<file path="src/hdl/sd_spi_card_init_engine_core_macros.svh">
// Assertion macros shared by the SD card SPI init engine.
`ifndef SD_SPI_CARD_INIT_ENGINE_CORE_MACROS_SVH
`define SD_SPI_CARD_INIT_ENGINE_CORE_MACROS_SVH

// Checks that a condition implies another in the same cycle.
`define SDI_ASSERT_IMP(lbl, ante, cons) \
	lbl: assert property (@(posedge clk) disable iff (!arst_n) (ante) |-> (cons)) \
		else $error("same-cycle check failed");

// Checks that a condition implies another in the following cycle.
`define SDI_ASSERT_NXT(lbl, ante, cons) \
	lbl: assert property (@(posedge clk) disable iff (!arst_n) (ante) |=> (cons)) \
		else $error("next-cycle check failed");

`endif

</file>
<file path="src/hdl/sdi_pkg.sv">
// Types, constants and command frames of the SD card SPI init engine.
package sdi_pkg;

	localparam int WAKE_BYTES_DEF = 8;

	localparam logic [1:0] OUT_READY   = 2'd0;
	localparam logic [1:0] OUT_IO_ERR  = 2'd1;
	localparam logic [1:0] OUT_NO_IDLE = 2'd2;

	localparam logic [2:0] KIND_UNKNOWN  = 3'd0;
	localparam logic [2:0] KIND_SDV1     = 3'd1;
	localparam logic [2:0] KIND_SDV2_BYTE = 3'd2;
	localparam logic [2:0] KIND_SDV2_BLK = 3'd3;
	localparam logic [2:0] KIND_MMCV3    = 3'd4;

	localparam logic OP_START  = 1'b0;
	localparam logic OP_REPORT = 1'b1;

	localparam logic [1:0] REG_READY_LIM = 2'd0;
	localparam logic [1:0] REG_RESP_LIM  = 2'd1;
	localparam logic [1:0] REG_RETRY_LIM = 2'd2;
	localparam logic [1:0] REG_TOKEN_LIM = 2'd3;

	localparam logic [7:0] BYTE_IDLE  = 8'hFF;
	localparam logic [7:0] BYTE_TOKEN = 8'hFE;
	localparam logic [7:0] CHECK_PAT  = 8'hAA;

	typedef enum logic [3:0] {
		PH_IDLE, PH_WAKE, PH_CMD0, PH_CMD8, PH_A55, PH_A41,
		PH_CMD1, PH_CMD58, PH_CMD16, PH_CMD9
	} phase_t;

	typedef enum logic [2:0] {
		SB_READY, SB_FRAME, SB_RESP, SB_RSP, SB_DUMMY, SB_TOKEN, SB_DATA, SB_CRC
	} sub_t;

	typedef struct packed {
		logic       op;
		logic [7:0] rx_byte;
	} req_t;

	typedef struct packed {
		logic [7:0]  tx_byte;
		logic        chip_select;
		logic        done_res;
		logic [1:0]  outcome;
		logic [2:0]  card_kind;
		logic [32:0] sector_total;
	} res_t;

	typedef struct packed {
		logic [15:0] ready_wait_limit;
		logic [15:0] response_wait_limit;
		logic [7:0]  init_retry_limit;
		logic [15:0] token_wait_limit;
	} cfg_t;

	function automatic logic [47:0] make_frame(input logic [5:0] cmd, input logic [31:0] arg);
		logic [47:0] f;
		logic [6:0]  crc;
		logic [7:0]  d;
		f = {2'b01, cmd, arg, 8'h00};
		crc = '0;
		for (int k = 0; k < 5; k++) begin
			d = f[47 - 8 * k -: 8];
			for (int i = 0; i < 8; i++) begin
				if (d[7] ^ crc[6]) begin
					crc = {crc[5:0], 1'b0} ^ 7'h09;
				end else begin
					crc = {crc[5:0], 1'b0};
				end
				d = {d[6:0], 1'b0};
			end
		end
		f[7:0] = {crc, 1'b1};
		return f;
	endfunction

	localparam logic [47:0] FRM_CMD0  = make_frame(6'd0, 32'd0);
	localparam logic [47:0] FRM_CMD8  = make_frame(6'd8, 32'h1AA);
	localparam logic [47:0] FRM_A55   = make_frame(6'd55, 32'd0);
	localparam logic [47:0] FRM_A41   = make_frame(6'd41, 32'h4000_0000);
	localparam logic [47:0] FRM_CMD1  = make_frame(6'd1, 32'h4000_0000);
	localparam logic [47:0] FRM_CMD58 = make_frame(6'd58, 32'h1AA);
	localparam logic [47:0] FRM_CMD16 = make_frame(6'd16, 32'd512);
	localparam logic [47:0] FRM_CMD9  = make_frame(6'd9, 32'd0);

	function automatic logic [47:0] frame_of(input phase_t ph);
		logic [47:0] f;
		case (ph)
			PH_CMD0:  f = FRM_CMD0;
			PH_CMD8:  f = FRM_CMD8;
			PH_A55:   f = FRM_A55;
			PH_A41:   f = FRM_A41;
			PH_CMD1:  f = FRM_CMD1;
			PH_CMD58: f = FRM_CMD58;
			PH_CMD16: f = FRM_CMD16;
			PH_CMD9:  f = FRM_CMD9;
			default:  f = FRM_CMD0;
		endcase
		return f;
	endfunction

endpackage

</file>
<file path="src/hdl/sd_spi_card_init_engine_core.sv">
// Top level of the SD card SPI init engine: register port, request and result registers.
// A request is held in the input register, then stepped into the result register.
// Throughput: one request per cycle; the sequencer step is single-pass logic.
// Stalls on the result side hold one request in the input register.
// Reset clears all control state, the limits to 100, 1000, 32 and 100,
// and the last report to "card never entered idle".
module sd_spi_card_init_engine_core #(
	parameter int WAKE_BYTES = sdi_pkg::WAKE_BYTES_DEF
) (
	input  logic          clk,
	input  logic          arst_n,
	input  logic          in_valid,
	output logic          in_ready,
	input  sdi_pkg::req_t in_req,
	output logic          out_valid,
	input  logic          out_ready,
	output sdi_pkg::res_t out_res,
	input  logic          psel,
	input  logic          penable,
	input  logic          pwrite,
	input  logic [3:0]    paddr,
	input  logic [31:0]   pwdata,
	output logic [31:0]   prdata,
	output logic          pready
);
	import sdi_pkg::*;
	`include "sd_spi_card_init_engine_core_macros.svh"

	cfg_t  cfg_q;
	logic  valid_s1;
	req_t  req_s1;
	logic  out_valid_q;
	res_t  out_q;
	res_t  step_res;
	logic  advance;
	logic  wr_en;

	assign pready = 1'b1;
	assign wr_en = psel && penable && pwrite;

	always_comb begin
		case (paddr[3:2])
			REG_READY_LIM: prdata = {16'd0, cfg_q.ready_wait_limit};
			REG_RESP_LIM:  prdata = {16'd0, cfg_q.response_wait_limit};
			REG_RETRY_LIM: prdata = {24'd0, cfg_q.init_retry_limit};
			REG_TOKEN_LIM: prdata = {16'd0, cfg_q.token_wait_limit};
			default:       prdata = '0;
		endcase
	end

	always_ff @(posedge clk or negedge arst_n) begin
		if (!arst_n) begin
			cfg_q <= '{ready_wait_limit: 16'd100, response_wait_limit: 16'd1000,
				init_retry_limit: 8'd32, token_wait_limit: 16'd100};
		end else if (wr_en) begin
			case (paddr[3:2])
				REG_READY_LIM: cfg_q.ready_wait_limit    <= pwdata[15:0];
				REG_RESP_LIM:  cfg_q.response_wait_limit <= pwdata[15:0];
				REG_RETRY_LIM: cfg_q.init_retry_limit    <= pwdata[7:0];
				REG_TOKEN_LIM: cfg_q.token_wait_limit    <= pwdata[15:0];
				default: ;
			endcase
		end
	end

	assign advance  = valid_s1 && (!out_valid_q || out_ready);
	assign in_ready = !valid_s1 || advance;
	assign out_valid = out_valid_q;
	assign out_res   = out_q;

	always_ff @(posedge clk or negedge arst_n) begin
		if (!arst_n) begin
			valid_s1    <= 1'b0;
			out_valid_q <= 1'b0;
		end else begin
			if (in_ready) begin
				valid_s1 <= in_valid;
			end
			if (advance) begin
				out_valid_q <= 1'b1;
			end else if (out_ready) begin
				out_valid_q <= 1'b0;
			end
		end
	end

	always_ff @(posedge clk) begin
		if (in_valid && in_ready) begin
			req_s1 <= in_req;
		end
		if (advance) begin
			out_q <= step_res;
		end
	end

	sdi_seq #(.WAKE_BYTES(WAKE_BYTES)) u_seq (
		.clk    (clk),
		.arst_n (arst_n),
		.step   (advance),
		.req    (req_s1),
		.cfg    (cfg_q),
		.res    (step_res)
	);

	`SDI_ASSERT_IMP(a_done_idle_bus, out_valid_q && out_q.done_res, out_q.tx_byte == BYTE_IDLE && out_q.chip_select)
	`SDI_ASSERT_IMP(a_busy_no_report, out_valid_q && !out_q.done_res, out_q.outcome == OUT_READY && out_q.card_kind == KIND_UNKNOWN && out_q.sector_total == 33'd0)
	`SDI_ASSERT_NXT(a_accept_loads, in_valid && in_ready, valid_s1)

endmodule

</file>
<file path="src/hdl/sdi_seq.sv">
// Card identification sequencer: state, per-byte step logic and CSD decode.
module sdi_seq #(
	parameter int WAKE_BYTES = sdi_pkg::WAKE_BYTES_DEF
) (
	input  logic          clk,
	input  logic          arst_n,
	input  logic          step,
	input  sdi_pkg::req_t req,
	input  sdi_pkg::cfg_t cfg,
	output sdi_pkg::res_t res
);
	import sdi_pkg::*;

	localparam int WB = $clog2(WAKE_BYTES + 1);
	localparam int BW = (WB > 5) ? WB : 5;

	phase_t      phase_q, phase_n;
	sub_t        sub_q, sub_n;
	logic [47:0] frame_q, frame_n;
	logic [BW-1:0] idx_q, idx_n, idx_inc;
	logic [15:0] wait_q, wait_n, wait_dec;
	logic [7:0]  retry_q, retry_n, retry_dec;
	logic [31:0] ocr_q, ocr_n;
	logic [7:0]  csd_q [16];
	logic        csd_wr, csd_clr;
	logic [2:0]  class_q, class_n;
	logic [7:0]  r1_q, r1_n, r1_eff;
	logic        v2_q, v2_n;
	logic [1:0]  rep_out_q, rep_out_n;
	logic [2:0]  rep_kind_q, rep_kind_n;
	logic [32:0] rep_sec_q, rep_sec_n;

	// command completion decisions
	logic        cd_start, cd_fin;
	phase_t      cd_ph;
	logic [1:0]  cd_out;
	logic [2:0]  cd_class;
	logic        cd_v2;
	logic [7:0]  cd_retry;

	logic        do_start, do_fin, do_report;
	phase_t      st_ph;
	logic [1:0]  fin_out;
	logic [7:0]  tx_n;
	logic        cs_n;
	logic [32:0] csd_sectors;

	logic [22:0] v_hc;
	logic [12:0] v_sc;
	logic [4:0]  n_sc;

	assign idx_inc   = idx_q + 1'b1;
	assign wait_dec  = wait_q - 1'b1;
	assign retry_dec = retry_q - 1'b1;
	assign r1_eff    = (sub_q == SB_RESP) ? req.rx_byte : r1_q;

	always_comb begin
		v_hc = {1'b0, csd_q[7][5:0], csd_q[8], csd_q[9]} + 23'd1;
		v_sc = {1'b0, csd_q[6][1:0], csd_q[7], csd_q[8][7:6]} + 13'd1;
		n_sc = {1'b0, csd_q[5][3:0]} + {4'd0, csd_q[10][7]} + {2'd0, csd_q[9][1:0], 1'b0} + 5'd2;
		if (csd_q[0][7:6] == 2'd1) begin
			csd_sectors = {v_hc, 10'd0};
		end else if (n_sc >= 5'd9) begin
			csd_sectors = {20'd0, v_sc} << (n_sc - 5'd9);
		end else begin
			csd_sectors = {20'd0, v_sc >> (5'd9 - n_sc)};
		end
	end

	always_comb begin
		cd_start = 1'b0;
		cd_fin   = 1'b0;
		cd_ph    = PH_CMD0;
		cd_out   = OUT_READY;
		cd_class = class_q;
		cd_v2    = v2_q;
		cd_retry = retry_q;
		case (phase_q)
			PH_CMD0: begin
				if (r1_eff == 8'd1) begin
					cd_start = 1'b1;
					cd_ph = PH_CMD8;
				end else begin
					cd_fin = 1'b1;
					cd_out = OUT_NO_IDLE;
				end
			end
			PH_CMD8: begin
				cd_retry = cfg.init_retry_limit;
				if (r1_eff == 8'd1 && (ocr_q[15:8] != 8'h01 || ocr_q[7:0] != CHECK_PAT)) begin
					cd_fin = 1'b1;
					cd_out = OUT_IO_ERR;
				end else begin
					cd_v2 = (r1_eff == 8'd1);
					cd_start = 1'b1;
					cd_ph = PH_A55;
				end
			end
			PH_A55: begin
				cd_start = 1'b1;
				cd_ph = PH_A41;
			end
			PH_A41: begin
				cd_retry = retry_dec;
				if (r1_eff == 8'd0) begin
					cd_start = 1'b1;
					if (v2_q) begin
						cd_ph = PH_CMD58;
					end else begin
						cd_class = KIND_SDV1;
						cd_ph = PH_CMD16;
					end
				end else if (retry_dec != 8'd0) begin
					cd_start = 1'b1;
					cd_ph = PH_A55;
				end else if (v2_q) begin
					cd_fin = 1'b1;
					cd_out = OUT_IO_ERR;
				end else begin
					cd_retry = cfg.init_retry_limit;
					cd_start = 1'b1;
					cd_ph = PH_CMD1;
				end
			end
			PH_CMD1: begin
				cd_retry = retry_dec;
				if (r1_eff == 8'd0) begin
					cd_class = KIND_MMCV3;
					cd_start = 1'b1;
					cd_ph = PH_CMD16;
				end else if (retry_dec != 8'd0) begin
					cd_start = 1'b1;
					cd_ph = PH_CMD1;
				end else begin
					cd_fin = 1'b1;
					cd_out = OUT_IO_ERR;
				end
			end
			PH_CMD58: begin
				if (r1_eff != 8'd0) begin
					cd_fin = 1'b1;
					cd_out = OUT_IO_ERR;
				end else if (ocr_q[30]) begin
					cd_class = KIND_SDV2_BLK;
					cd_start = 1'b1;
					cd_ph = PH_CMD9;
				end else begin
					cd_class = KIND_SDV2_BYTE;
					cd_start = 1'b1;
					cd_ph = PH_CMD16;
				end
			end
			PH_CMD16: begin
				cd_start = 1'b1;
				cd_ph = PH_CMD9;
			end
			default: begin
				cd_fin = 1'b1;
				cd_out = OUT_READY;
			end
		endcase
	end

	// Next-state logic.
	always_comb begin
		phase_n = phase_q;
		sub_n   = sub_q;
		frame_n = frame_q;
		idx_n   = idx_q;
		wait_n  = wait_q;
		retry_n = retry_q;
		ocr_n   = ocr_q;
		class_n = class_q;
		r1_n    = r1_q;
		v2_n    = v2_q;
		csd_wr  = 1'b0;
		do_start = 1'b0;
		do_fin   = 1'b0;
		do_report = 1'b0;
		st_ph    = PH_CMD0;
		fin_out  = OUT_READY;
		tx_n     = BYTE_IDLE;
		cs_n     = 1'b0;
		if (req.op == OP_START) begin
			class_n = KIND_UNKNOWN;
			phase_n = PH_WAKE;
			idx_n   = BW'(1);
			cs_n    = 1'b1;
		end else if (phase_q == PH_IDLE) begin
			do_report = 1'b1;
		end else if (phase_q == PH_WAKE) begin
			if (idx_q < BW'(WAKE_BYTES)) begin
				idx_n = idx_inc;
				cs_n  = 1'b1;
			end else begin
				do_start = 1'b1;
				st_ph = PH_CMD0;
			end
		end else begin
			case (sub_q)
				SB_READY: begin
					wait_n = wait_dec;
					if (!(req.rx_byte != BYTE_IDLE && wait_dec != 16'd0)) begin
						sub_n = SB_FRAME;
						idx_n = BW'(1);
						tx_n  = frame_q[47:40];
					end
				end
				SB_FRAME: begin
					if (idx_q < BW'(6)) begin
						idx_n = idx_inc;
						case (idx_q[2:0])
							3'd1: tx_n = frame_q[39:32];
							3'd2: tx_n = frame_q[31:24];
							3'd3: tx_n = frame_q[23:16];
							3'd4: tx_n = frame_q[15:8];
							3'd5: tx_n = frame_q[7:0];
							default: tx_n = frame_q[47:40];
						endcase
					end else begin
						sub_n  = SB_RESP;
						wait_n = cfg.response_wait_limit;
					end
				end
				SB_RESP: begin
					wait_n = wait_dec;
					if (!(req.rx_byte[7] && wait_dec != 16'd0)) begin
						r1_n = req.rx_byte;
						if (phase_q == PH_CMD8 || phase_q == PH_CMD58) begin
							sub_n = SB_RSP;
							idx_n = '0;
						end else if (phase_q == PH_CMD9) begin
							sub_n  = SB_TOKEN;
							wait_n = cfg.token_wait_limit;
						end else begin
							do_start = cd_start;
							do_fin   = cd_fin;
						end
					end
				end
				SB_RSP: begin
					ocr_n = {ocr_q[23:0], req.rx_byte};
					idx_n = idx_inc;
					if (idx_inc >= BW'(4)) begin
						sub_n = SB_DUMMY;
						idx_n = '0;
					end
				end
				SB_TOKEN: begin
					wait_n = wait_dec;
					if (!(req.rx_byte == BYTE_IDLE && wait_dec != 16'd0)) begin
						if (req.rx_byte == BYTE_TOKEN) begin
							sub_n = SB_DATA;
							idx_n = '0;
						end else begin
							do_start = cd_start;
							do_fin   = cd_fin;
						end
					end
				end
				SB_DATA: begin
					csd_wr = 1'b1;
					idx_n  = idx_inc;
					if (idx_inc >= BW'(16)) begin
						sub_n = SB_CRC;
						idx_n = '0;
					end
				end
				default: begin
					idx_n = idx_inc;
					if (idx_inc >= BW'(2)) begin
						do_start = cd_start;
						do_fin   = cd_fin;
					end
				end
			endcase
			if (do_start || do_fin) begin
				st_ph   = cd_ph;
				class_n = cd_class;
				v2_n    = cd_v2;
				retry_n = cd_retry;
				fin_out = cd_out;
			end
		end
		if (do_start) begin
			phase_n = st_ph;
			frame_n = frame_of(st_ph);
			sub_n   = SB_READY;
			wait_n  = cfg.ready_wait_limit;
		end
		if (do_fin) begin
			phase_n = PH_IDLE;
			if (fin_out != OUT_READY) begin
				class_n = KIND_UNKNOWN;
			end
		end
	end

	assign csd_clr = do_start && (st_ph == PH_CMD9);

	// Output logic.
	always_comb begin
		rep_out_n  = rep_out_q;
		rep_kind_n = rep_kind_q;
		rep_sec_n  = rep_sec_q;
		if (do_fin) begin
			rep_out_n  = fin_out;
			rep_kind_n = (fin_out == OUT_READY) ? class_q : KIND_UNKNOWN;
			rep_sec_n  = (fin_out == OUT_READY) ? csd_sectors : 33'd0;
		end
		if (do_fin || do_report) begin
			res = '{tx_byte: BYTE_IDLE, chip_select: 1'b1, done_res: 1'b1,
				outcome: rep_out_n, card_kind: rep_kind_n, sector_total: rep_sec_n};
		end else begin
			res = '{tx_byte: tx_n, chip_select: cs_n, done_res: 1'b0,
				outcome: OUT_READY, card_kind: KIND_UNKNOWN, sector_total: 33'd0};
		end
	end

	always_ff @(posedge clk or negedge arst_n) begin
		if (!arst_n) begin
			phase_q    <= PH_IDLE;
			sub_q      <= SB_READY;
			frame_q    <= '0;
			idx_q      <= '0;
			wait_q     <= '0;
			retry_q    <= '0;
			class_q    <= KIND_UNKNOWN;
			r1_q       <= '0;
			v2_q       <= 1'b0;
			rep_out_q  <= OUT_NO_IDLE;
			rep_kind_q <= KIND_UNKNOWN;
			rep_sec_q  <= '0;
			for (int i = 0; i < 16; i++) begin
				csd_q[i] <= BYTE_IDLE;
			end
		end else if (step) begin
			phase_q    <= phase_n;
			sub_q      <= sub_n;
			frame_q    <= frame_n;
			idx_q      <= idx_n;
			wait_q     <= wait_n;
			retry_q    <= retry_n;
			class_q    <= class_n;
			r1_q       <= r1_n;
			v2_q       <= v2_n;
			rep_out_q  <= rep_out_n;
			rep_kind_q <= rep_kind_n;
			rep_sec_q  <= rep_sec_n;
			if (csd_clr) begin
				for (int i = 0; i < 16; i++) begin
					csd_q[i] <= BYTE_IDLE;
				end
			end else if (csd_wr) begin
				csd_q[idx_q[3:0]] <= req.rx_byte;
			end
		end
	end

	always_ff @(posedge clk) begin
		if (step) begin
			ocr_q <= ocr_n;
		end
	end

endmodule

</file>
<file path="config.mk">
export PLATFORM = sky130hd
export DESIGN_NAME = sd_spi_card_init_engine_core
export DESIGN_NICKNAME = d
export VERILOG_FILES = /design/src/hdl/sdi_pkg.sv /design/src/hdl/sd_spi_card_init_engine_core.sv /design/src/hdl/sdi_seq.sv
export VERILOG_INCLUDE_DIRS = /design/src /design/src/hdl
export SDC_FILE = /design/constraint.sdc
export NUM_CORES = 1
export LEC_CHECK = 0
export ABC_CLOCK_PERIOD_IN_PS = 5700
export CAP_MARGIN = 20
export CORE_UTILIZATION = 55
export CTS_BUF_LIST = sky130_fd_sc_hd__clkbuf_16
export DETAILED_ROUTE_END_ITERATION = 12
export DONT_BUFFER_PORTS = 1
export GPL_ROUTABILITY_DRIVEN = 1
export PLACE_DENSITY = 0.7
export SETUP_SLACK_MARGIN = 0.5
export SKIP_LAST_GASP = 1
export SYNTH_ARGS = -nofsm -noshare
export SYNTH_HDL_FRONTEND = slang
export SYNTH_SLANG_ARGS = --single-unit
</file>
<file path="constraint.sdc">
create_clock -name clk -period 5.7 [get_ports clk]
set_clock_uncertainty 0.05 [all_clocks]
set_input_delay 0.285 -clock clk [delete_from_list [all_inputs] [get_ports clk]]
set_output_delay 0.285 -clock clk [all_outputs]
set_load 0.02 [all_outputs]
</file>
==> results.txt <==
----------------------------------------------------
[Outcome]
  Result of the run ... finished clean

[Timing]
  Worst hold-check slack ... 55.2 ps
  Setup TNS after final layout ... 0 ps
  Post-layout worst setup margin ... 997 ps
  Total of endpoints with negative setup slack in the final report ... 0
  RSZ-0062 raised after global routing ... no
  Number of max-slew violations in the final report ... 0
  Maximum achievable frequency ... around 210 MHz
  Tcrit/Tclk final ... between 80% and 90%
  Clock period minus worst slack ... 4700 ps
  Final Hold Violating Endpoints ... 0
  Slew at the pin with the worst max-slew slack ... 1140 ps
  Max-slew headroom ... 23.8%

[Drt]
  Via count ... 13,500
  Initial drt markers ... about 1,300
  Routed Antenna Nets ... 0
  Aggregate routed wire length ... 46,300 um
  Routed WL per cell ... 22.8 um
  Detail-routed via count per cell ... approximately 6.6
  Remaining design rule violation count ... 0
  Number of optimization iterations in the first detailed-route pass ... 6

[Floorplan]
  Core Area ... between 0.02 and 0.03 mm^2
  Total die area ... between 0.03 and 0.04 mm^2
  Core Rows ... 62
  Die outline height ... between 150 and 200 um
  Number of top-level pins ... 135
  Die Width ... 174 um
  Initial standard-cell utilization of the core ... 56.2%

[Job]
  Number of maximum-capacitance constraint violations ... 0

[Placed design]
  RD Place Congestion ... 0.950
  Setup Slack @ Placement ... 1030 ps
  Half-perimeter wire length after detailed placement ... 32,900 um
  Count of buffers inserted at the top-level ports ... 0
  Dpl cell area ... 0.0164 mm^2
  Number of cells in the design after placement ... 1,948

[Yosys]
  Synthesized netlist cell count ... 1,647
  Number of warning messages in the yosys log ... 0
  #FFs+latches synth ... 269
  Post-synth EDFFs ... 75
  Mean instance size in the synthesized netlist ... about 9.9 um^2
  Cell area after technology mapping ... 0.0163 mm^2
  Primary FF master, synth ... sky130_fd_sc_hd__dfrtp_1
  Post-synthesis async set-or-reset flop share ... around 72%
  Synth unique cells ... 92
  Sequential element share of the synthesized area ... 44.0%

[Global routing]
  Grt ovf ... 0
  Overall global routing resource usage ... 30.6%
  Initial antenna violation count ... 0
  Maximum number of pins on one net before global-route repair ... 195
  Vias in the first global route ... 13,100
  First-pass GRT wire length ... 73,700 um

[Critical path]
  Data arrival time of the worst path ... 4920 ps
  Critical path capture point type ... register
  Crit path kind ... register to register
  Worst endpoint required time ... 5920 ps
  Kind of start point of the critical path ... register
  Crit Path Max Fanout ... 17

[Layout]
  Non-filler instance count after layout ... 2,031
  Multi-input gate area ... about 0.0085 mm^2
  Finished layout cell area ... 0.0176 mm^2
  Area Growth Syn to Fin ... 8.38%
  Share of the core filled with cells ... 60.9%
  Final layout net count ... ~1,700
  Sequential Area ... 0.00717 mm^2
  Fraction of final layout cells with drive strength greater than 1 ... between 10% and 20%
  Most frequent standard cell in the layout excluding fill and tap cells ... sky130_fd_sc_hd__dfrtp_1
  Antenna fix cells ... 0
  Fill cell total of the finished layout ... 2,448
  Highest-count cells in the layout ignoring fill and taps ... sky130_fd_sc_hd__dfrtp_1 (147), sky130_fd_sc_hd__nand2_1 (142), sky130_fd_sc_hd__nor2_1 (114)

[Pwr]
  Power Total ... 4.88 mW
  Worst IR Drop VDD ... about 0.00028 V
  Static leakage ... 6.67 nW
  Power density of the placed cells ... 277 mW/mm^2

[Hold path]
  Path type of the worst min-delay path ... primary input to register

[Clocking]
  Largest buffer count on any clock path ... 3
  Later-pin clock latency in the skew report ... 560 ps
  TritonCTS clock tree ... done
  Reg clk slew, reported paths ... 60 ps
  Level count of the clock H-tree ... 1
  Number of CTS-inserted buffers ... 28
  Sinks on Clock Net ... 269
  Cell chosen for the clock root ... sky130_fd_sc_hd__clkbuf_16

----------------------------------------------------
-- power breakdown --
part	total, mW	switching [mW]	internal (mW)
Sequential	2.44	0.242	2.20
Clock	1.74	0.771	0.965
Combinational	0.708	0.403	0.305
Total	4.88	1.42	3.47
-- kinds of logic after synthesis --
logic type | count (synthesis) | share of synthesized area [%]
buffers and inverters | 158 | 4.46
adders and majority gates | 26 | 2.05
and+or+nand+nor | 564 | 17.7
muxes | 110 | 8.53
DFF | 269 | 44.0
other | 2 | 0.0462
AOI/OAI and AO/OA | 469 | 20.6
xor gates and xnor gates | 49 | 2.64
-- per-layer routing --
layer / wire [um] / vias to the layer above / global-route usage, %
met5: 0 / - / 0
met4: 2210 / 0 / 13.3
met3: 2540 / 120 / 3.32
met2: 22800 / 542 / 52.3
met1: 18700 / 6661 / 39.4
li1: - / 6173 / -
-- synthesized netlist by cell type (28+ instances only) --
cell	count	area (um^2)
sky130_fd_sc_hd__a22o_1	40	350
sky130_fd_sc_hd__inv_1	32	120
sky130_fd_sc_hd__edfxtp_1	75	2250
sky130_fd_sc_hd__dfstp_2	47	1230
sky130_fd_sc_hd__o21ai_0	106	531
sky130_fd_sc_hd__mux2_2	69	777
sky130_fd_sc_hd__a21oi_1	69	345
sky130_fd_sc_hd__nor2_1	115	432
sky130_fd_sc_hd__nor3_1	50	250
sky130_fd_sc_hd__nand3_1	67	335
sky130_fd_sc_hd__nand4_1	28	175
sky130_fd_sc_hd__nand2b_1	30	188
sky130_fd_sc_hd__clkbuf_1	68	255
sky130_fd_sc_hd__dfrtp_1	147	3680
sky130_fd_sc_hd__nand2_1	142	533
sky130_fd_sc_hd__o22a_1	39	342
-- sequential cells by signal, summed over array words and instances, names as in the netlist, 2 cells and up --
signal and cells:
cfg_q 56, out_res 48, req_s1 9, u_seq.class_q 3
u_seq.csd_q 33, u_seq.frame_q 17, u_seq.idx_q 5, u_seq.ocr_q 18
u_seq.phase_q 4, u_seq.r1_q 8, u_seq.rep_kind_q 3, u_seq.rep_out_q 2
u_seq.rep_sec_q 33, u_seq.retry_q 8, u_seq.sub_q 3, u_seq.wait_q 16
-- cell type report --
type                    count  share of cell area [%]
clock inverters            23                   0.816
repair buffers             56                    2.92
multi-input cells        1235                    48.0
well taps                 384                    2.73
inverters                  35                   0.745
clock buffers              29                    4.12
flip-flops and latches    269                    40.6
-- worst paths after layout --
check | from | end | slack, ps | cells past startpoint
max | u_seq.csd_q[48] | out_res[28] | 1000 | 13
min | paddr[2] | cfg_q[53] | 60 | 2
max reg2reg | u_seq.csd_q[48] | out_res[28] | 1000 | 13
min reg2reg | u_seq.ocr_q[22] | u_seq.ocr_q[30] | 390 | 0
max in group asynchronous | arst_n | u_seq.rep_sec_q[20] | 4320 | 2
min in group asynchronous | arst_n | u_seq.r1_q[1] | 380 | 2
-- repair_timing --
item | CTS | global route
setup buffers | 0 | 0
setup endpoints to repair | 0 | 0
hold buffers | 31 | 0
gates resized for setup | 0 | 0
hold endpoints to repair | 261 | 0
-- critical path, stage by stage, from the launching register on --
cell	delay, ps
sky130_fd_sc_hd__dfstp_2	590
sky130_fd_sc_hd__inv_1	60
sky130_fd_sc_hd__ha_1	270
sky130_fd_sc_hd__inv_1	40
sky130_fd_sc_hd__ha_1	590
sky130_fd_sc_hd__inv_1	120
sky130_fd_sc_hd__ha_1	550
sky130_fd_sc_hd__inv_1	450
sky130_fd_sc_hd__a31oi_1	80
sky130_fd_sc_hd__o21a_1	240
sky130_fd_sc_hd__or2_2	270
sky130_fd_sc_hd__mux4_2	540
sky130_fd_sc_hd__a221oi_1	410
sky130_fd_sc_hd__o21ai_0	160
Note: power is estimated with default switching activity, not from simulation.
